`src/hdl/cvf_pkg.sv`:
```
// ----------------------------------------------------------------------------
// cvf_pkg: shared constants and types for the 3x3 RGBA convolution core
// Geometry limits, arithmetic widths, register indexes and the structs that
// carry control between the core's modules.
// ----------------------------------------------------------------------------
package cvf_pkg;

   localparam int MAX_WIDTH = 2048;
   localparam int COEF_BITS = 8;

   localparam int CH_BITS   = 8;
   localparam int LANES     = 4;
   localparam int PIX_BITS  = CH_BITS * LANES;

   localparam int COL_BITS  = $clog2(MAX_WIDTH);
   localparam int WEFF_BITS = COL_BITS + 1;
   localparam int WREG_BITS = 12;
   localparam int HREG_BITS = 12;
   localparam int ROW_BITS  = HREG_BITS + 1;
   localparam int KREG_BITS = 24;
   localparam int KPACK_BITS = 3 * COEF_BITS;

   localparam int CSR_ADDR_BITS = 3;
   localparam int CSR_DATA_BITS = 24;

   localparam logic [CSR_ADDR_BITS-1:0] REG_IMAGE_WIDTH  = 3'd0;
   localparam logic [CSR_ADDR_BITS-1:0] REG_IMAGE_HEIGHT = 3'd1;
   localparam logic [CSR_ADDR_BITS-1:0] REG_KERNEL_TOP   = 3'd2;
   localparam logic [CSR_ADDR_BITS-1:0] REG_KERNEL_MID   = 3'd3;
   localparam logic [CSR_ADDR_BITS-1:0] REG_KERNEL_BOT   = 3'd4;

   localparam logic [WREG_BITS-1:0] WIDTH_RESET  = 12'd640;
   localparam logic [HREG_BITS-1:0] HEIGHT_RESET = 12'd480;
   localparam logic [KREG_BITS-1:0] KERNEL_RESET = 24'h010101;

   // lane arithmetic: pixel (as signed) times coefficient, sum of nine taps
   localparam int PROD_BITS = COEF_BITS + CH_BITS + 1;
   localparam int SUM_BITS  = PROD_BITS + 4;
   localparam int ABS_BITS  = SUM_BITS - 1;
   // divide by nine as multiply by rounded-up reciprocal, exact below 2^ABS_BITS
   localparam int DIV_SHIFT = ABS_BITS + 4;
   localparam int MULT_BITS = DIV_SHIFT - 2;
   localparam logic [63:0] DIV_MULT = ((64'd1 << DIV_SHIFT) + 64'd8) / 64'd9;

   typedef logic [PIX_BITS-1:0] pix_type;
   typedef logic [2:0][2:0][PIX_BITS-1:0] win_type;
   typedef logic [2:0][2:0][CH_BITS-1:0] chan_win_type;
   typedef logic [2:0][2:0][COEF_BITS-1:0] kern_type;

   typedef struct packed {
      logic top;
      logic bot;
      logic left;
      logic right;
   } cvf_mask_type;

   typedef struct packed {
      logic accept;
      logic s1_fire;
      logic geo_clear;
   } cvf_cmd_type;

   typedef struct packed {
      logic step;
      logic s1_emit;
   } cvf_stat_type;

   typedef struct packed {
      logic                rd_en;
      logic [COL_BITS-1:0] rd_addr;
      pix_type             cur_wdata;
      logic                above_we;
      logic [COL_BITS-1:0] above_waddr;
      pix_type             above_wdata;
   } cvf_lb_req_type;

   typedef struct packed {
      logic s3;
      logic s4;
      logic s5;
   } cvf_lane_en_type;

endpackage

```
`src/hdl/cvf_merge.sv`:
```
// ----------------------------------------------------------------------------
// cvf_merge: result register
// Applies each lane's sign to its quotient, packs the four channels with the
// frame-end flag, and holds the result until the transfer completes.
// ----------------------------------------------------------------------------
module cvf_merge (
   input  logic                                      clock,
   input  logic                                      reset,
   input  logic                                      in_valid,
   input  logic                                      in_fe,
   input  logic [cvf_pkg::LANES-1:0][cvf_pkg::CH_BITS-1:0] lane_mag,
   input  logic [cvf_pkg::LANES-1:0]                 lane_neg,
   output logic                                      ready,
   output logic                                      rsp_valid,
   input  logic                                      rsp_stall,
   output logic [cvf_pkg::CH_BITS-1:0]               rsp_out_red,
   output logic [cvf_pkg::CH_BITS-1:0]               rsp_out_green,
   output logic [cvf_pkg::CH_BITS-1:0]               rsp_out_blue,
   output logic [cvf_pkg::CH_BITS-1:0]               rsp_out_alpha,
   output logic                                      rsp_frame_end
);
   import cvf_pkg::*;

   logic                             valid_ff;
   logic                             fe_ff;
   logic [LANES-1:0][CH_BITS-1:0]    chan_in, chan_ff;

   always_comb begin
      for (int ch = 0; ch < LANES; ch++) begin
         chan_in[ch] = lane_neg[ch] ? (~lane_mag[ch] + CH_BITS'(1)) : lane_mag[ch];
      end
   end

   assign ready = !valid_ff || !rsp_stall;

   always_ff @(posedge clock) begin
      if (reset) begin
         valid_ff <= 1'b0;
      end else if (ready) begin
         valid_ff <= in_valid;
      end
   end

   always_ff @(posedge clock) begin
      if (ready && in_valid) begin
         chan_ff <= chan_in;
         fe_ff   <= in_fe;
      end
   end

   assign rsp_valid     = valid_ff;
   assign rsp_out_red   = chan_ff[0];
   assign rsp_out_green = chan_ff[1];
   assign rsp_out_blue  = chan_ff[2];
   assign rsp_out_alpha = chan_ff[3];
   assign rsp_frame_end = fe_ff;

endmodule

```
`config.mk`:
```
export PLATFORM = sky130hd
export DESIGN_NAME = cvf_merge
export DESIGN_NICKNAME = d
export VERILOG_FILES = /design/src/hdl/cvf_pkg.sv /design/src/hdl/cvf_merge.sv
export SDC_FILE = /design/constraint.sdc
export NUM_CORES = 1
export LEC_CHECK = 0
export ABC_CLOCK_PERIOD_IN_PS = 2200
export BUFFER_PORTS_ARGS = -buffer_cell sky130_fd_sc_hd__buf_2
export CAP_MARGIN = 20
export CORE_ASPECT_RATIO = 0.6
export CORE_MARGIN = 1
export CORE_UTILIZATION = 46
export CTS_CLUSTER_DIAMETER = 50
export DETAILED_ROUTE_END_ITERATION = 12
export PLACE_DENSITY = 0.85
export SETUP_SLACK_MARGIN = 0.05
export SYNTH_ARGS = -nofsm -noshare
export SYNTH_HDL_FRONTEND = slang
export SYNTH_SLANG_ARGS = --single-unit
export TNS_END_PERCENT = 50
```
`constraint.sdc`:
```
create_clock -name clock -period 2.2 [get_ports clock]
set_input_delay 0.22 -clock clock [delete_from_list [all_inputs] [get_ports clock]]
set_output_delay 0.22 -clock clock [all_outputs]
set_load 0.05 [all_outputs]
```
==> flow_summary.json <==
{
  "outcome": "complete, no violations",
  "grt_max_degree": 34,
  "whs_ns": 0.0906,
  "drc": 0,
  "hold_viol": 0,
  "r2r-start": "rsp_valid$_SDFFE_PP0P_",
  "netlist_instances": 121,
  "finalCriticalPeriod_ns": 1.40,
  "min_to": "rsp_valid$_SDFFE_PP0P_",
  "dpl.hpwl_mm": 2.42,
  "cts_buffer_depth": 2,
  "instances_no_fill": 249,
  "overflow": 0,
  "synth_top_area_share_pct": 60.6,
  "via_per_inst": 4.78,
  "post_cts_resize_count": 0,
  "dp_cells": 241,
  "nets": 248,
  "wl_mm": 3.16,
  "critical_path_class": "reg -> reg",
  "rsz0062_at_grt": "no",
  "required_ns": 2.11,
  "synth.avg_cell_area_um2": 13.5,
  "io_buffers": 75,
  "worstHoldPathType": "in -> reg",
  "holdPathStages": 2,
  "antenna_cells": 0,
  "post-route-period-util_pct": 63.5,
  "drive_gt1_share_pct": 44.1,
  "antenna_found_initial": 0,
  "path_max_fanout": 33,
  "timing.fmax_mhz": 716,
  "max-vdd-ir-drop_uv": 425,
  "arrival_ns": 1.31,
  "yosys-top-cells-area": "edfxtp_1, xnor2_1, xor2_1",
  "ioPinCount": 76,
  "drv_slew": 0,
  "p_per_area_nw_per_um2": 798,
  "p_leak_nw": 0.925,
  "clk_pin_slew_ns": 0.06,
  "yosys_warnings": 0,
  "dieArea_um2": 3800,
  "dr.pass1.iters": 4,
  "rrSetupSlack_ns": 0.80,
  "vias": 1191,
  "clockRootBuffer": "clkbuf_8",
  "rows": 16,
  "seq_area_frac_synth_pct": 61.9,
  "cts_sinks": 34,
  "tritoncts": "done",
  "grtUsageTotal_pct": 17.4,
  "worstSetupStartpointType": "flip-flop",
  "cts_hold_buf": 0,
  "start_util_pct": 49.2,
  "cts_setup_buffers": 0,
  "grt_pass1_wl_mm": 4.62,
  "die_h_um": 48.2,
  "skew_ns": 0.00861,
  "synthesis.area_um2": 1630,
  "die_width_um": 78.9,
  "drtIter0Drc": 40,
  "tns_ns": 0,
  "endpoint_kind": "flip-flop",
  "ys_types": 22,
  "gp_congestion": 0.720,
  "core-area_um2": 3320,
  "cts_made_buffers": 5,
  "htreeDepth": 2,
  "final_antenna_net_count": 0,
  "tightest_slew_ns": 0.744,
  "grt_pass1_vias": 1032,
  "area_growth_syn_to_layout_pct": 33.0,
  "regToRegEndpoint": "rsp_out_red[0]$_DFFE_PP_",
  "ys_ff_latch": 34,
  "min-delay-start": "reset",
  "syn_nets": 166,
  "yosysTopAreaCell": "edfxtp_1",
  "clkLatencyLatePin_ns": 0.28,
  "worstRegToRegCells": 2,
  "wl_per_cell_um": 12.7,
  "slew_headroom_pct": 50.4,
  "setup_viol": 0,
  "maxCapViolCount": 0
}
[logic make-up after synthesis]
family,synth area share [%]
AOI/OAI and AO/OA,11.4
DFF,61.9
buffers and inverters,1.84
and+or+nand+nor,8.96
adders and majority gates,3.06
xor gates and xnor gates,12.9
[area by class of cell]
cell class | count | area, um^2
Timing Repair Buffer | 75 | 375
Clock inverter | 1 | 30.0
Clock buffer | 7 | 76.3
Fill cell | 277 | 1150
Tap cell | 45 | 56.3
Multi-Input combinational cell | 79 | 594
Sequential cell | 34 | 1010
Inverter | 8 | 30.0
[worst max-delay path, cell delays in order (launching register included)]
cell and delay (ns):
dfxtp_1 0.32, nand2_1 0.07, and2_2 0.64
[synthesized netlist by cell type]
master    number
a21oi_1        1
edfxtp_1      33
and2_1         1
or2_2          3
ha_1           4
nor3_1         3
nand2b_1       5
nor4_1         3
o21ai_2        1
xnor2_1       15
or4_1          1
o41ai_2        3
o31ai_1        1
o41ai_1        1
nor2_1         4
inv_1          8
or3_4          1
nand2_1        6
dfxtp_1        1
a21boi_0       9
xor2_1         9
o21ai_0        8
[registers in the layout (all words and copies together) (netlist names)]
name and cells:
rsp_out_green 8, rsp_out_blue 8, rsp_out_red 8, rsp_valid 1, rsp_out_alpha 8, rsp_frame_end 1
[cells in the final DEF (no fill, tap or decap), types with 2 or more instances in the layout]
master,count
buf_2,75
o21ai_0,8
xor2_1,9
clkbuf_8,5
xnor2_1,15
ha_1,4
clkbuf_1,2
nand2b_1,5
nand2_1,6
o41ai_2,3
nor4_1,3
edfxtp_1,33
inv_1,8
nor2_1,4
a21boi_0,9
nor3_1,3
or2_2,3
[through the flow]
step	area [um^2]	setup WS (ns)	util (%)	power [mW]
2_1_floorplan	1640	0.267	-	1.08
3_3_place_gp	2070	0.786	62.2	1.19
3_5_place_dp	2070	0.754	62.2	1.20
4_1_cts	2170	0.782	65.4	1.75
5_1_grt	2170	0.707	65.4	1.81
6_report	2170	0.802	65.4	1.73
[worst max path at each step]
stage                                 from                          to  slack, ns  cells after the start
floorplan           rsp_valid$_SDFFE_PP0P_     rsp_frame_end$_DFFE_PP_       0.27                      2
global placement                 rsp_stall  rsp_out_green[7]$_DFFE_PP_       0.79                      3
detailed placement               rsp_stall  rsp_out_green[7]$_DFFE_PP_       0.75                      3
CTS                 rsp_valid$_SDFFE_PP0P_    rsp_out_red[0]$_DFFE_PP_       0.78                      2
global route        rsp_valid$_SDFFE_PP0P_    rsp_out_red[0]$_DFFE_PP_       0.71                      2
finish              rsp_valid$_SDFFE_PP0P_    rsp_out_red[0]$_DFFE_PP_       0.80                      2
[layer usage]
metal	routed length, um	track usage, %	vias to the layer above
li1	-	-	604
met1	1410	20.5	538
met2	1410	29.4	43
met3	268	6.92	6
met4	68	8.73	0
met5	0	0	-
[power breakdown]
| part | internal [mW] | switching [mW] |
|---|---|---|
| logic | 0.109 | 0.284 |
| registers | 0.778 | 0.0112 |
| clock network | 0.339 | 0.212 |
| total | 1.23 | 0.508 |
Note: power is estimated with default switching activity, not from simulation.
