**src/hdl/cvf_pkg.sv**
```systemverilog
// ----------------------------------------------------------------------------
// cvf_pkg: shared constants and types for the 3x3 RGBA convolution core
// Geometry limits, arithmetic widths, register indexes and the structs that
// carry control between the core's modules.
// ----------------------------------------------------------------------------
package cvf_pkg;

   localparam int MAX_WIDTH = 2048;
   localparam int COEF_BITS = 8;

   localparam int CH_BITS   = 8;
   localparam int LANES     = 4;
   localparam int PIX_BITS  = CH_BITS * LANES;

   localparam int COL_BITS  = $clog2(MAX_WIDTH);
   localparam int WEFF_BITS = COL_BITS + 1;
   localparam int WREG_BITS = 12;
   localparam int HREG_BITS = 12;
   localparam int ROW_BITS  = HREG_BITS + 1;
   localparam int KREG_BITS = 24;
   localparam int KPACK_BITS = 3 * COEF_BITS;

   localparam int CSR_ADDR_BITS = 3;
   localparam int CSR_DATA_BITS = 24;

   localparam logic [CSR_ADDR_BITS-1:0] REG_IMAGE_WIDTH  = 3'd0;
   localparam logic [CSR_ADDR_BITS-1:0] REG_IMAGE_HEIGHT = 3'd1;
   localparam logic [CSR_ADDR_BITS-1:0] REG_KERNEL_TOP   = 3'd2;
   localparam logic [CSR_ADDR_BITS-1:0] REG_KERNEL_MID   = 3'd3;
   localparam logic [CSR_ADDR_BITS-1:0] REG_KERNEL_BOT   = 3'd4;

   localparam logic [WREG_BITS-1:0] WIDTH_RESET  = 12'd640;
   localparam logic [HREG_BITS-1:0] HEIGHT_RESET = 12'd480;
   localparam logic [KREG_BITS-1:0] KERNEL_RESET = 24'h010101;

   // lane arithmetic: pixel (as signed) times coefficient, sum of nine taps
   localparam int PROD_BITS = COEF_BITS + CH_BITS + 1;
   localparam int SUM_BITS  = PROD_BITS + 4;
   localparam int ABS_BITS  = SUM_BITS - 1;
   // divide by nine as multiply by rounded-up reciprocal, exact below 2^ABS_BITS
   localparam int DIV_SHIFT = ABS_BITS + 4;
   localparam int MULT_BITS = DIV_SHIFT - 2;
   localparam logic [63:0] DIV_MULT = ((64'd1 << DIV_SHIFT) + 64'd8) / 64'd9;

   typedef logic [PIX_BITS-1:0] pix_type;
   typedef logic [2:0][2:0][PIX_BITS-1:0] win_type;
   typedef logic [2:0][2:0][CH_BITS-1:0] chan_win_type;
   typedef logic [2:0][2:0][COEF_BITS-1:0] kern_type;

   typedef struct packed {
      logic top;
      logic bot;
      logic left;
      logic right;
   } cvf_mask_type;

   typedef struct packed {
      logic accept;
      logic s1_fire;
      logic geo_clear;
   } cvf_cmd_type;

   typedef struct packed {
      logic step;
      logic s1_emit;
   } cvf_stat_type;

   typedef struct packed {
      logic                rd_en;
      logic [COL_BITS-1:0] rd_addr;
      pix_type             cur_wdata;
      logic                above_we;
      logic [COL_BITS-1:0] above_waddr;
      pix_type             above_wdata;
   } cvf_lb_req_type;

   typedef struct packed {
      logic s3;
      logic s4;
      logic s5;
   } cvf_lane_en_type;

endpackage

```
**src/hdl/cvf_lane.sv**
```systemverilog
// ----------------------------------------------------------------------------
// cvf_lane: one color channel of the convolution
// Masked tap products, nine-way sum with magnitude and sign, then divide by
// nine through a reciprocal multiply. Three register stages.
// ----------------------------------------------------------------------------
module cvf_lane (
   input  logic                         clock,
   input  cvf_pkg::cvf_lane_en_type     en,
   input  cvf_pkg::chan_win_type        win,
   input  cvf_pkg::kern_type            kern,
   input  cvf_pkg::cvf_mask_type        mask,
   output logic [cvf_pkg::CH_BITS-1:0]  mag,
   output logic                         neg
);
   import cvf_pkg::*;

   localparam int QP_BITS = ABS_BITS + MULT_BITS;

   logic signed [PROD_BITS-1:0] prod_in [3][3];
   logic signed [PROD_BITS-1:0] prod_ff [3][3];
   logic signed [SUM_BITS-1:0]  sum_in;
   logic [ABS_BITS-1:0]         abs_in, abs_ff;
   logic                        neg4_ff, neg5_ff;
   logic [QP_BITS-1:0]          quot_full;
   logic [CH_BITS-1:0]          quot_ff;

   always_comb begin
      logic                        tap_on;
      logic signed [PROD_BITS-1:0] pix_ext;
      logic signed [PROD_BITS-1:0] coef_ext;
      for (int r = 0; r < 3; r++) begin
         for (int c = 0; c < 3; c++) begin
            tap_on = (r != 0 || mask.top) && (r != 2 || mask.bot) &&
                     (c != 0 || mask.left) && (c != 2 || mask.right);
            pix_ext  = PROD_BITS'($signed({1'b0, win[r][c]}));
            coef_ext = PROD_BITS'($signed(kern[r][c]));
            prod_in[r][c] = tap_on ? (pix_ext * coef_ext) : '0;
         end
      end
   end

   always_comb begin
      sum_in = '0;
      for (int r = 0; r < 3; r++) begin
         for (int c = 0; c < 3; c++) begin
            sum_in = sum_in + SUM_BITS'(prod_ff[r][c]);
         end
      end
      abs_in = sum_in[SUM_BITS-1] ? ABS_BITS'(-sum_in) : ABS_BITS'(sum_in);
   end

   assign quot_full = QP_BITS'(abs_ff) * QP_BITS'(DIV_MULT[MULT_BITS-1:0]);

   always_ff @(posedge clock) begin
      if (en.s3) begin
         prod_ff <= prod_in;
      end
      if (en.s4) begin
         abs_ff  <= abs_in;
         neg4_ff <= sum_in[SUM_BITS-1];
      end
      if (en.s5) begin
         quot_ff <= quot_full[DIV_SHIFT +: CH_BITS];
         neg5_ff <= neg4_ff;
      end
   end

   assign mag = quot_ff;
   assign neg = neg5_ff;

endmodule

```
**config.mk**
```make
export PLATFORM = sky130hd
export DESIGN_NAME = cvf_lane
export DESIGN_NICKNAME = d
export VERILOG_FILES = /design/src/hdl/cvf_pkg.sv /design/src/hdl/cvf_lane.sv
export SDC_FILE = /design/constraint.sdc
export NUM_CORES = 2
export LEC_CHECK = 0
export BUFFER_PORTS_ARGS = -buffer_cell sky130_fd_sc_hd__buf_2
export CAP_MARGIN = 20
export CELL_PAD_IN_SITES_DETAIL_PLACEMENT = 0
export CELL_PAD_IN_SITES_GLOBAL_PLACEMENT = 1
export CORE_ASPECT_RATIO = 0.7
export CORE_MARGIN = 2
export CORE_UTILIZATION = 51
export DETAILED_ROUTE_END_ITERATION = 12
export HOLD_SLACK_MARGIN = 0.08
export PLACE_DENSITY = 0.87
export SYNTH_ARGS = -nofsm -noshare
export SYNTH_HDL_FRONTEND = slang
export SYNTH_SLANG_ARGS = --single-unit
```
**constraint.sdc**
```tcl
create_clock -name clock -period 6.8 [get_ports clock]
set_clock_uncertainty 0.1 [all_clocks]
set_input_delay 0.34 -clock clock [delete_from_list [all_inputs] [get_ports clock]]
set_output_delay 0.34 -clock clock [all_outputs]
set_load 0.005 [all_outputs]
```
==> impl_results.rst <==
.. list-table::
   :header-rows: 1

   * - Metric
     - Value
   * - Run status
     - completed
   * - Wire length of the first global-routing pass
     - approximately 120 mm
   * - CP arrival
     - 6210 ps
   * - Total number of clock tree sinks
     - roughly 180
   * - Main synth FF type
     - edfxtp_1
   * - Setup repair after global routing missed its margin
     - false
   * - Crit path largest cell delay
     - a little under 500 ps
   * - Worst hold path type
     - primary input to flip-flop
   * - Initial Util
     - 51.62%
   * - Startpoint kind of the worst setup timing path
     - flip-flop
   * - Slowest library cell on the worst path
     - fa_1
   * - H-tree depth reported by CTS
     - 4
   * - Critical Path Sink Type
     - flip-flop
   * - Highest net fanout along the worst path
     - 15
   * - Syn_area_per_cell
     - between 9 and 10 um2
   * - Post-route cell area
     - approximately 36000 um2
   * - Upper clock frequency limit
     - roughly 160 MHz
   * - Vias per cell
     - a little over 5
   * - Area occupied by registers
     - around 5500 um2
   * - HPWL after detailed placement
     - just over 60 mm
   * - First DRT Iteration DRCs
     - 1390
   * - Hold Buf Count CTS
     - 0
   * - Area enclosed by the die boundary
     - ~68000 um2
   * - Core box area
     - approximately 65000 um2
   * - Clock latency on the worst-skew pair
     - about 460 ps
   * - Initial antenna violation count
     - 4
   * - Gp weighted congestion
     - just over 0.9
   * - Area used by multi-input combinational logic
     - roughly 25000 um2
   * - Syn-to-layout area delta
     - 7.264%
   * - Via count of the first global-routing pass
     - 22820
   * - Via count of the routed design
     - 22580
   * - Fill cell total of the finished layout
     - approximately 5700
   * - Number of setup violations in the final report
     - 0
   * - GRT overflow
     - 0
   * - Number of flip-flops and latches in the synthesized netlist
     - 183
   * - Synthesized instance count
     - roughly 3400
   * - Actual slew at the worst max-slew pin
     - around 950 ps
   * - Aggregate routed wire length
     - around 71 mm
   * - Max Cap Violations
     - 0
   * - GRT Overall Usage
     - 22.23%
   * - Root buf cell
     - clkbuf_16
   * - Classification of the worst setup path
     - flip-flop to flip-flop
   * - Clock slew seen by the registers of the worst setup and hold paths
     - approximately 80 ps
   * - TritonCTS Buffers
     - 17
   * - Average wire length per cell after detail routing
     - approximately 16 um
   * - Vertical die dimension
     - 218.4 um
   * - # nets final
     - 4731
   * - I/O pin total
     - roughly 160
   * - Width of the die
     - 310.3 um
   * - Count of TritonRoute iterations in the first routing pass
     - 5
   * - Post-Syn Nets
     - between 4000 and 5000
   * - Async SR Flop Fraction
     - 0%
   * - Count of endpoints failing hold in the final timing report
     - 0
   * - Synth warnings
     - 0
   * - Tmin final
     - between 6000 and 7000 ps
   * - Maximum number of pins on one net before global-route repair
     - between 70 and 80
   * - Number of pins with negative max-slew slack in the final report
     - 0
   * - Number of enable-type register cells in the synthesized netlist
     - about 180
   * - DRC violation count after routing
     - 0
   * - Count of buffers inserted at the top-level ports
     - 160
   * - Number of buffers inserted by post-CTS setup repair
     - 0
   * - Total Negative Setup Slacks
     - 0 ps
   * - Sequential-to-total area share from yosys stat
     - 16.40%
   * - Remaining max-slew budget at the tightest pin
     - between 30 and 40%
   * - Placed Area
     - between 30000 and 40000 um2
   * - Cell-by-cell trace of the critical path
     - fa_1 > ha_1 > fa_1 > a21o_1 > a21oi_1 > o21ai_0 > and3_1 > o31ai_1 > o21bai_1 > a21oi_1 > xnor2_1 > fa_1 > ha_1 > inv_1 > a21oi_1 > nor2_1 > a31oi_1 > a211o_1 > a21o_1 > xnor2_4 > inv_2 > o21ai_1 > xnor2_1
   * - Post-Syn Area
     - roughly 34000 um2
   * - Post-route antenna net violation count
     - 0
   * - Unique masters post-synth
     - 52
   * - Share of final-layout standard cells stronger than drive strength 1
     - roughly 6.0%
   * - Clock tree from TritonCTS
     - yes
   * - Resize count post-CTS
     - 0
   * - Clk buf depth
     - 2
   * - Final Cycle Share
     - 89.90%
   * - Number of rows created at floorplan
     - 78
   * - Required time of the critical path
     - 6900 ps
==> synth_stat cells, types with 12 or more instances <==
| master | n | share of area [%] |
|---|---|---|
| nor2_1 | 122 | 1.4 |
| edfxtp_1 | 183 | 16 |
| o21bai_1 | 21 | 0.47 |
| a21o_1 | 37 | 0.83 |
| ha_1 | 529 | 20 |
| a31oi_1 | 13 | 0.24 |
| nor2b_1 | 25 | 0.47 |
| nand3_1 | 26 | 0.39 |
| nor3_1 | 48 | 0.72 |
| and3_1 | 37 | 0.69 |
| o21ai_0 | 62 | 0.93 |
| xnor2_1 | 92 | 2.4 |
| nand2_1 | 250 | 2.8 |
| fa_1 | 523 | 31 |
| a21oi_1 | 78 | 1.2 |
| o211ai_1 | 12 | 0.27 |
| inv_1 | 725 | 8.1 |
| xor2_1 | 47 | 1.2 |
| nand2b_1 | 63 | 1.2 |
| clkbuf_1 | 16 | 0.18 |
| and2_1 | 341 | 6.4 |
==> final cells by class <==
class / count / area share (%)
Multi-Input combinational cell: 2438 / 70.15
Timing Repair Buffer: 161 / 2.267
Tap cell: 880 / 3.064
Sequential cell: 183 / 15.29
Antenna cell: 1 / 0.006964
Clock buffer: 17 / 1.184
Inverter: 726 / 7.584
Clock inverter: 15 / 0.4492
==> critical path: cells and delay by family, from the launching register on <==
kind | cells | cell delay, ps
simple gates | 2 | 240
xor+xnor | 3 | 470
buf+inv | 2 | 360
flops | 1 | 400
fa+ha+maj | 5 | 1980
compound gates | 11 | 2290
==> routing by layer <==
metal / vias to the layer above / global-route usage, % / wire, um
li1: 10990 / - / -
met1: 11070 / 34.84 / 35920
met2: 466 / 32.60 / 30120
met3: 51 / 3.869 / 4103
met4: 6 / 3.349 / 800
met5: - / 0 / 34
==> final timing paths <==
check,from,end,slack [ps],depth (start not counted)
setup / recovery,prod_ff[103]$_SDFFCE_PN0P_,abs_ff[12]$_DFFE_PP_,690,23
hold reg to reg,neg4_ff$_DFFE_PP_,neg$_DFFE_PP_,440,0
setup reg to reg,prod_ff[103]$_SDFFCE_PN0P_,abs_ff[12]$_DFFE_PP_,690,23
hold / removal,en[0],mag[2]$_DFFE_PP_,130,1
==> flip-flops by register name, summed over array words and instances (netlist names) <==
register	count
prod_ff	153
abs_ff	20
mag	8
neg	1
neg4_ff	1
==> cell usage in the layout, fill, tap and decap left out, types with 12 or more instances in the layout <==
master     netlist  final
nor2b_1         25     25
edfxtp_1       183    183
and2_1         341    341
nand2_1        250    250
xnor2_1         92     92
nor2_1         122    122
nand2b_1        63     63
inv_1          725    725
ha_1           529    529
o21bai_1        21     21
buf_2            0    159
o21ai_0         62     62
fa_1           523    523
nor3_1          48     48
xor2_1          47     47
a21o_1          37     37
a21oi_1         78     78
clkbuf_16        0     17
nand3_1         26     26
and3_1          37     37
a31oi_1         13     13
o211ai_1        12     12
==> through the flow <==
stage                     hold WS [ps]  setup WS, ps  utilization (%)  cells
final                            134.3         687.0            55.37   4421
after detailed placement         439.1         735.0            54.46   4388
after floorplan                  300.3          1286                -   3364
after CTS                        113.5         715.2            55.37   4420
after global placement           452.6         773.7            54.46   4388
after global routing             130.3         236.5            55.37   4420
==> cells by family (layout without fill, tap and decap cells) <==
| logic type | count (synthesis) | in the layout | share of synthesized area, % |
|---|---|---|---|
| other | 0 | 1 | 0 |
| buffers and inverters | 743 | 919 | 8.347 |
| AOI/OAI and AO/OA | 292 | 292 | 5.628 |
| and+or+nand+nor | 953 | 953 | 14.86 |
| DFF | 183 | 183 | 16.40 |
| adders and majority gates | 1052 | 1052 | 51.01 |
| muxes | 1 | 1 | 0.02988 |
| xor gates and xnor gates | 140 | 140 | 3.716 |
Power is not shown: default switching activity piles up to over one toggle a cycle in this logic, so the estimate is an artifact.
