### src/hdl/cvf_pkg.sv
// ----------------------------------------------------------------------------
// cvf_pkg: shared constants and types for the 3x3 RGBA convolution core
// Geometry limits, arithmetic widths, register indexes and the structs that
// carry control between the core's modules.
// ----------------------------------------------------------------------------
package cvf_pkg;

   localparam int MAX_WIDTH = 2048;
   localparam int COEF_BITS = 8;

   localparam int CH_BITS   = 8;
   localparam int LANES     = 4;
   localparam int PIX_BITS  = CH_BITS * LANES;

   localparam int COL_BITS  = $clog2(MAX_WIDTH);
   localparam int WEFF_BITS = COL_BITS + 1;
   localparam int WREG_BITS = 12;
   localparam int HREG_BITS = 12;
   localparam int ROW_BITS  = HREG_BITS + 1;
   localparam int KREG_BITS = 24;
   localparam int KPACK_BITS = 3 * COEF_BITS;

   localparam int CSR_ADDR_BITS = 3;
   localparam int CSR_DATA_BITS = 24;

   localparam logic [CSR_ADDR_BITS-1:0] REG_IMAGE_WIDTH  = 3'd0;
   localparam logic [CSR_ADDR_BITS-1:0] REG_IMAGE_HEIGHT = 3'd1;
   localparam logic [CSR_ADDR_BITS-1:0] REG_KERNEL_TOP   = 3'd2;
   localparam logic [CSR_ADDR_BITS-1:0] REG_KERNEL_MID   = 3'd3;
   localparam logic [CSR_ADDR_BITS-1:0] REG_KERNEL_BOT   = 3'd4;

   localparam logic [WREG_BITS-1:0] WIDTH_RESET  = 12'd640;
   localparam logic [HREG_BITS-1:0] HEIGHT_RESET = 12'd480;
   localparam logic [KREG_BITS-1:0] KERNEL_RESET = 24'h010101;

   // lane arithmetic: pixel (as signed) times coefficient, sum of nine taps
   localparam int PROD_BITS = COEF_BITS + CH_BITS + 1;
   localparam int SUM_BITS  = PROD_BITS + 4;
   localparam int ABS_BITS  = SUM_BITS - 1;
   // divide by nine as multiply by rounded-up reciprocal, exact below 2^ABS_BITS
   localparam int DIV_SHIFT = ABS_BITS + 4;
   localparam int MULT_BITS = DIV_SHIFT - 2;
   localparam logic [63:0] DIV_MULT = ((64'd1 << DIV_SHIFT) + 64'd8) / 64'd9;

   typedef logic [PIX_BITS-1:0] pix_type;
   typedef logic [2:0][2:0][PIX_BITS-1:0] win_type;
   typedef logic [2:0][2:0][CH_BITS-1:0] chan_win_type;
   typedef logic [2:0][2:0][COEF_BITS-1:0] kern_type;

   typedef struct packed {
      logic top;
      logic bot;
      logic left;
      logic right;
   } cvf_mask_type;

   typedef struct packed {
      logic accept;
      logic s1_fire;
      logic geo_clear;
   } cvf_cmd_type;

   typedef struct packed {
      logic step;
      logic s1_emit;
   } cvf_stat_type;

   typedef struct packed {
      logic                rd_en;
      logic [COL_BITS-1:0] rd_addr;
      pix_type             cur_wdata;
      logic                above_we;
      logic [COL_BITS-1:0] above_waddr;
      pix_type             above_wdata;
   } cvf_lb_req_type;

   typedef struct packed {
      logic s3;
      logic s4;
      logic s5;
   } cvf_lane_en_type;

endpackage

### src/hdl/cvf_ctrl.sv
// ----------------------------------------------------------------------------
// cvf_ctrl: frame position tracking and 3x3 window
// Input and output position counters, flush handling, edge masks, and the
// window shift fed from the line buffers.
// ----------------------------------------------------------------------------
module cvf_ctrl (
   input  logic                           clock,
   input  logic                           reset,
   input  cvf_pkg::cvf_cmd_type           cmd,
   input  logic                           req_func,
   input  cvf_pkg::pix_type               req_pix,
   input  logic [cvf_pkg::WEFF_BITS-1:0]  w_eff,
   input  logic [cvf_pkg::HREG_BITS-1:0]  h_eff,
   output cvf_pkg::cvf_stat_type          stat,
   output cvf_pkg::cvf_lb_req_type        lb_req,
   input  cvf_pkg::pix_type               up1,
   input  cvf_pkg::pix_type               up2,
   output cvf_pkg::win_type               win,
   output cvf_pkg::cvf_mask_type          s2_mask,
   output logic                           s2_fe
);
   import cvf_pkg::*;

   logic [COL_BITS-1:0]  col_ff,  col_in;
   logic [ROW_BITS-1:0]  row_ff,  row_in;
   logic [COL_BITS-1:0]  ocol_ff, ocol_in;
   logic [HREG_BITS-1:0] orow_ff, orow_in;

   logic                 pixel_phase, step, warm, fe;
   logic                 col_wrap, ocol_wrap, orow_last;
   logic [WEFF_BITS-1:0] col_inc, ocol_inc;
   pix_type              pix;
   cvf_mask_type         mask;

   pix_type              s1_pix_ff;
   logic [COL_BITS-1:0]  s1_addr_ff;
   logic                 s1_emit_ff;
   cvf_mask_type         s1_mask_ff;
   logic                 s1_fe_ff;

   win_type              win_ff;
   cvf_mask_type         s2_mask_ff;
   logic                 s2_fe_ff;

   always_comb begin
      pixel_phase = row_ff < ROW_BITS'(h_eff);
      step        = cmd.accept && !(pixel_phase && req_func);
      pix         = pixel_phase ? req_pix : '0;
      warm        = (row_ff == '0) || ((row_ff == ROW_BITS'(1)) && (col_ff == '0));

      col_inc     = {1'b0, col_ff} + WEFF_BITS'(1);
      col_wrap    = col_inc == w_eff;
      ocol_inc    = {1'b0, ocol_ff} + WEFF_BITS'(1);
      ocol_wrap   = ocol_inc == w_eff;
      orow_last   = orow_ff == (h_eff - HREG_BITS'(1));
      fe          = ocol_wrap && orow_last;

      mask.top    = orow_ff != '0;
      mask.bot    = !orow_last;
      mask.left   = ocol_ff != '0;
      mask.right  = !ocol_wrap;

      col_in  = col_ff;
      row_in  = row_ff;
      ocol_in = ocol_ff;
      orow_in = orow_ff;
      if (step) begin
         if (col_wrap) begin
            col_in = '0;
            row_in = row_ff + ROW_BITS'(1);
         end else begin
            col_in = col_inc[COL_BITS-1:0];
         end
         if (!warm) begin
            if (ocol_wrap) begin
               ocol_in = '0;
               orow_in = orow_ff + HREG_BITS'(1);
            end else begin
               ocol_in = ocol_inc[COL_BITS-1:0];
            end
            if (fe) begin
               col_in  = '0;
               row_in  = '0;
               ocol_in = '0;
               orow_in = '0;
            end
         end
      end
      if (cmd.geo_clear) begin
         col_in  = '0;
         row_in  = '0;
         ocol_in = '0;
         orow_in = '0;
      end
   end

   always_ff @(posedge clock) begin
      if (reset) begin
         col_ff  <= '0;
         row_ff  <= '0;
         ocol_ff <= '0;
         orow_ff <= '0;
      end else begin
         col_ff  <= col_in;
         row_ff  <= row_in;
         ocol_ff <= ocol_in;
         orow_ff <= orow_in;
      end
   end

   always_ff @(posedge clock) begin
      if (step) begin
         s1_pix_ff  <= pix;
         s1_addr_ff <= col_ff;
         s1_emit_ff <= !warm;
         s1_mask_ff <= mask;
         s1_fe_ff   <= fe;
      end
      if (cmd.s1_fire) begin
         for (int r = 0; r < 3; r++) begin
            win_ff[r][0] <= win_ff[r][1];
            win_ff[r][1] <= win_ff[r][2];
         end
         win_ff[0][2] <= up2;
         win_ff[1][2] <= up1;
         win_ff[2][2] <= s1_pix_ff;
         s2_mask_ff   <= s1_mask_ff;
         s2_fe_ff     <= s1_fe_ff;
      end
   end

   assign stat.step          = step;
   assign stat.s1_emit       = s1_emit_ff;

   assign lb_req.rd_en       = step;
   assign lb_req.rd_addr     = col_ff;
   assign lb_req.cur_wdata   = pix;
   assign lb_req.above_we    = cmd.s1_fire;
   assign lb_req.above_waddr = s1_addr_ff;
   assign lb_req.above_wdata = up1;

   assign win     = win_ff;
   assign s2_mask = s2_mask_ff;
   assign s2_fe   = s2_fe_ff;

endmodule

### config.mk
export PLATFORM = sky130hd
export DESIGN_NAME = cvf_ctrl
export DESIGN_NICKNAME = d
export VERILOG_FILES = /design/src/hdl/cvf_pkg.sv /design/src/hdl/cvf_ctrl.sv
export SDC_FILE = /design/constraint.sdc
export NUM_CORES = 1
export LEC_CHECK = 0
export BUFFER_PORTS_ARGS = -buffer_cell sky130_fd_sc_hd__buf_2
export CORE_UTILIZATION = 36
export DETAILED_ROUTE_END_ITERATION = 8
export GPL_TIMING_DRIVEN = 1
export HOLD_SLACK_MARGIN = 0.15
export PLACE_DENSITY_LB_ADDON = 0.08
export SLEW_MARGIN = 10
export SYNTH_ARGS = -nofsm -noshare
export SYNTH_HDL_FRONTEND = slang
export SYNTH_SLANG_ARGS = --single-unit
### constraint.sdc
create_clock -name clock -period 4.1 [get_ports clock]
set_input_delay 0.205 -clock clock [delete_from_list [all_inputs] [get_ports clock]]
set_output_delay 0.205 -clock clock [all_outputs]
set_load 0.02 [all_outputs]
==> results.md, run 1 <==
* Max Clock Freq at 279.0 MHz
* Sw power at 2.234 mW
* CTS tree: built
* Drt pass-1 iters at 5
* Net Sw Frac at 23.90%
* Synth Area in Simple Gates at 10.54%
* Worst Setup Path Type: reg2reg
* Total gr overflow at 0
* Hold buffers post-CTS at 99
* Area growth syn-to-layout at 35.61%
* Reg area at 11210 um2
* Final Hold Viols at 0
* Startpoint types: flop
* Adder-Cell Fraction of Synth Area at 1.768%
* Detail Placement HPWL at 31560 um
* Min Hold Slack at 0.1962 ns
* Final instance count without filler cells at 2112
* Leakage at 8.026 nW
* Endpoints failing setup at 0
* Residual DRC at 0
* DP Area at 17770 um2
* Worst slew pin tran at 0.8471 ns
* Placed Cells at 1935
* Share of the synthesized area in the top cell type at 69.12%
* Skew-Pair Late Insertion Delay at 0.55 ns
* Clock Root Buffer: clkbuf_16
* Post-synthesis sequential area ratio at 75.45%
* Flops & latches, synth at 389
* Fillers at 3688
* Syn_area_per_cell at 15.56 um2
* Initial core utilization at 36.47%
* Post-synth ARST share at 0%
* Status: complete, no violations
* Area contributors post-synth: edfxtp_1 69%, dfxtp_1 6.3%, buf_4 2.0%, xnor2_1 1.8%, and3_1 1.8%
* Top FF cell, synth: edfxtp_1
* Share of layout cells above drive strength 1 at 37.87%
* Io pins at 509
* Sum of negative setup slack at 0 ns
* Area occupied by multi-input gates at 3112 um2
* Synth warn at 0
* Max clock buf depth at 3
* Core box area at 40740 um2
* Maxcap violations at 0
* Power Total at 9.346 mW
* Fin crit period at 3.585 ns
* Largest fanout on the critical path at 13
* Synthesized Nets at 1102
* CTS buffer count at 42
* Number of different library cells in the post-synthesis netlist at 70
* Fin crit share at 87.43%
* Hold Path Class: in2reg
* WP data arrival at 4.02 ns
* DRT antenna net count at 0
* Max VDD drop at 0.0002506 V
* GRT Util Overall at 19.63%
* Initial antenna violation count at 1
* Syn Inst Count at 955
* Max-slew violation count at 0
* Pin count of the biggest net entering global routing at 109
* First-pass GRT wire length at 60640 um
* WP data required at 4.54 ns
* Initial DRC count at 580
* Vias in the first global route at 9555
* Largest family of logic cells by synthesized area: simple AND/OR/NAND/NOR gates
* Combinational Power Share at 9.6%
* Final core utilization at 49.46%
* Clock Pin Slew Worst Setup and Hold Paths at 0.06 ns
* Clock group share of total power at 40.6%
* DR vias/cell at 4.798
* Post-route setup slack at 0.5153 ns
* Cell Rows at 74
* Via count at 10130
* RSZ-0062 raised after global routing: no
* Die W at 205.2 um
* WL/cell at 20.33 um
* Int Pwr at 7.112 mW
* RePlAce Congestion at 0.8558
* Total wire length at 42930 um
* Xor/xnor share of the synthesized area at 3.335%
* Die area at 42090 um2
* P per Cell Area at 463.8 nW/um2
* Post-CTS Repair Setup Buffers at 0
* Design area at 20150 um2
* Layout Skew at 0.009719 ns
* H-tree level count at 2
* # resized after CTS at 0
* Compound-Gate Fraction of Synth Area at 5.069%
* Critical Path End Type: flop
* PortBufs at 508
* Slew HR at 42.76%
* Dpl ws at 0.5217 ns
* Clock Sinks at 389
* Post-synth EDFFs at 342
* # nets final at 1693
* Post-Syn Area at 14860 um2
* Sequential share of power at 49.8%
* Portion of netlist area occupied by mux cells at 0.1432%
* Die Y at 205.2 um
* Leading area contributor after synthesis: edfxtp_1
sequential cells by signal (all words and copies together) (netlist names):
register    count
s1_emit_ff      1
s1_fe_ff        1
s2_fe           1
s1_pix_ff      32
s1_addr_ff     11
win           288
orow_ff        12
col_ff         11
ocol_ff        11
s2_mask         4
s1_mask_ff      4
row_ff         13
power groups by stage:
stage / registers (mW) / clock network [mW] / logic [mW]
after global routing: 4.67 / 4.06 / 0.956
after detailed placement: 4.74 / 0 / 0.835
after global placement: 4.72 / 0 / 0.838
after floorplan: 4.98 / 0 / 0.165
after CTS: 4.65 / 3.91 / 0.914
final: 4.65 / 3.80 / 0.901
critical path, stage by stage, from the launching register on:
cell     delay [ns]
dfxtp_1        0.49
ha_1           0.43
inv_1          0.22
nor4_1         0.34
o211a_1        0.22
o32ai_1        0.12
nor4_4         0.62
inv_2          0.14
o31ai_4        0.53
buf_4          0.29
nor2_1         0.07
cells in the mapped netlist (21+ instances only):
master    count
xor2_1       23
inv_1        33
clkbuf_1     23
xnor2_1      31
nand3_1      26
buf_4        40
ha_1         21
nor2_1       48
and3_1       42
a21oi_1      26
dfxtp_1      47
edfxtp_1    342
nand2_1      38
o21ai_0      23
nor3_1       22
logic make-up after synthesis:
kind of cell / count (synthesis)
flip-flops: 389
AND/OR/NAND/NOR: 273
XOR/XNOR: 55
multiplexers: 2
AO/OA/AOI/OAI: 111
adder cells (fa/ha/maj): 21
buffers and inverters: 104
routing by layer:
layer / vias up / share of wire [%] / global-route usage [%]
li1: 4786 / - / -
met1: 4995 / 39 / 22.92
met2: 297 / 53 / 35.55
met3: 56 / 5.9 / 4.741
met4: 0 / 1.9 / 5.529
met5: - / 0 / 0
cell usage in the layout, fill, tap and decap left out, drive strengths merged, types with 9 or more instances in the layout:
cell type	n
a21o	9
a21oi	26
and3	42
buf	518
clkbuf	49
clkinv	19
dfxtp	47
dlygate4sd3	99
edfxtp	342
ha	21
inv	36
nand2	40
nand3	27
nand4	16
nor2	49
nor3	23
nor4	21
o21ai	23
xnor2	31
xor2	23
worst paths after layout:
check	endpoint	slack, ns	startpoint	depth (start not counted)
max reg2reg	row_ff[8]	0.52	ocol_ff[0]	10
min	win[26]	0.20	cmd[1]	1
max	row_ff[8]	0.52	ocol_ff[0]	10
min reg2reg	win[287]	0.41	s1_pix_ff[31]	0
area by class of cell:
| type | instances | area share, % |
|---|---|---|
| Clock inverter | 28 | 1.434 |
| Inverter | 34 | 0.6334 |
| Tap cell | 532 | 3.304 |
| Sequential cell | 389 | 55.64 |
| Antenna cell | 1 | 0.01242 |
| Multi-Input combinational cell | 462 | 15.44 |
| Timing Repair Buffer | 617 | 18.08 |
| Clock buffer | 49 | 5.452 |
No activity file was read; power rests on OpenSTA's default activity.
==> run 2, diff against run 1 <==
CORE_UTILIZATION = 39   (was 36)
==> run 2 against run 1 <==
Global-route usage grew 0.96 points. Routed wire length shrank 3.2%. Die area shrank 7.6%. Combinational power shrank 0.9%. Worst setup slack gained 0.044 ns. Sequential share of layout area grew 0.41 points. Sequential cell count is the same. Register-to-register slack gained 0.09 ns. Sequential power is essentially flat. Power shrank 2.6%. Worst hold slack lost 0.030 ns.
==> results.md, run 2 (synthesis gave the netlist of run 1 again) <==
* WP data arrival at 3.34 ns
* Worst Setup Path Type: reg2out
* First-pass GRT wire length at 59080 um
* Post-route setup slack at 0.5588 ns
* Buf/Inv on CP at 2
* Largest fanout on the critical path at 22
* Initial DRC count at 465
* Share of layout cells above drive strength 1 at 37.94%
* Fin crit share at 86.37%
* Power Total at 9.099 mW
* Design area at 20000 um2
* DRT antenna net count at 0
* M3 GR Usage at 4.525%
* DR vias/cell at 4.888
* Core box area at 37580 um2
* Drt pass-1 iters at 5
* CTS tree: built
* Max Clock Freq at 282.4 MHz
* Met1 usage at 23.72%
* PortBufs at 508
* Skew-Pair Late Insertion Delay at 0.55 ns
* # nets final at 1690
* Largest stage delay on the critical path at 0.57 ns
* Leakage at 7.992 nW
* Max clock buf depth at 3
* GRT Util Overall at 20.60%
* WP data required at 3.89 ns
* RePlAce Congestion at 0.8542
* Critical Path End Type: primary output
* Sum of negative setup slack at 0 ns
* GRT busiest layer: met2
* Slew HR at 42.34%
* Die Y at 197.2 um
* Dpl ws at 0.5703 ns
* Hold buffers post-CTS at 96
* Max FFs per register at 288
* Cell Rows at 71
* Clock Root Buffer: clkbuf_16
* Fillers at 3225
* Hold Path Class: in2reg
* P per Cell Area at 454.9 nW/um2
* Clock Sinks at 389
* H-tree level count at 2
* Layout Skew at 0.01009 ns
* Die W at 197.2 um
* Worst path most repeated cell: a21o_1
* Initial core utilization at 39.54%
* Most frequent cells in the layout: 507 x buf_2, 342 x edfxtp_1, 96 x dlygate4sd3_1
* Grt met2 use at 37.39%
* Area growth syn-to-layout at 34.63%
* CP cell instances: ha_1 -> a21o_1 -> a21o_1 -> a221oi_1 -> a21o_1 -> buf_4 -> and3_1 -> buf_2
* Final instance count without filler cells at 2088
* Clock Pin Slew Worst Setup and Hold Paths at 0.06 ns
* # resized after CTS at 0
* Placed Cells at 1915
* Worst slew pin tran at 0.8533 ns
* Max-slew violation count at 0
* Vias in the first global route at 9411
* Endpoints failing setup at 0
* Total gr overflow at 0
* Final core utilization at 53.23%
* Min Hold Slack at 0.1659 ns
* Post-CTS Repair Setup Buffers at 0
* Die area at 38880 um2
* Max VDD drop at 0.0002604 V
* Residual DRC at 0
* Total wire length at 41570 um
* Io pins at 509
* RSZ-0062 raised after global routing: no
* CTS buffer count at 41
* Startpoint types: flop
* Initial antenna violation count at 2
* Detail Placement HPWL at 30590 um
* Via count at 10210
* DP Area at 17750 um2
* Status: complete, no violations
* CP delay by family, top: compound AO/OA/AOI/OAI gates
* Maxcap violations at 0
* Slowest-stage cell, CP: a21o_1
* Final Hold Viols at 0
* Most common cell after layout, fill and taps aside: buf_2
* Fin crit period at 3.541 ns
* WL/cell at 19.91 um
* Pin count of the biggest net entering global routing at 108
-- run 2: cell types whose count changed in the layout (fill, tap and decap cells not counted), moves of 2 or more --
cell,change
clkinv_2,+6
bufinv_16,-3
dlygate4sd3_1,-3
clkbuf_8,+2
clkinv_8,-2
clkinvlp_4,-2
-- run 2: cell type report --
| type | instances | area [um2] | share of cell area, % |
|---|---|---|---|
| Clock buffer | 51 | 1126 | 5.630 |
| Tap cell | 511 | 639.4 | 3.196 |
| Sequential cell | 389 | 11210 | 56.05 |
| Inverter | 34 | 127.6 | 0.6380 |
| Antenna cell | 1 | 2.502 | 0.01251 |
| Timing Repair Buffer | 615 | 3621 | 18.10 |
| Multi-Input combinational cell | 462 | 3112 | 15.56 |
| Clock inverter | 25 | 163.9 | 0.8194 |
-- run 2: path summary, 6_finish.rpt --
check	depth (start not counted)	endpoint	slack, ns	from
hold / removal	2	s1_pix_ff[23]	0.17	req_pix[23]
setup reg to reg	10	row_ff[9]	0.61	ocol_ff[0]
hold reg to reg	0	win[284]	0.42	s1_pix_ff[28]
setup / recovery	8	lb_req[51]	0.56	row_ff[5]
-- run 2: per-layer routing --
metal	wire length, um	vias up
met1	15850	5050
li1	-	4780
met2	22180	321
met3	2572	54
met5	12	-
met4	956	2
-- run 2: power breakdown --
| part | total (mW) | internal [mW] | switching, mW |
|---|---|---|---|
| clock | 3.56 | 2.07 | 1.49 |
| combinational | 0.893 | 0.297 | 0.596 |
| sequential | 4.65 | 4.57 | 0.0821 |
| total | 9.10 | 6.94 | 2.16 |
-- run 2: worst reg2reg max path, stage by stage, from the launching register on --
cell	delay, ns
dfxtp_1	0.47
ha_1	0.41
inv_1	0.19
o31a_1	0.35
nor4_2	0.18
o32ai_1	0.15
nor4_4	0.62
inv_2	0.15
o31ai_4	0.51
buf_4	0.29
nor2_1	0.07
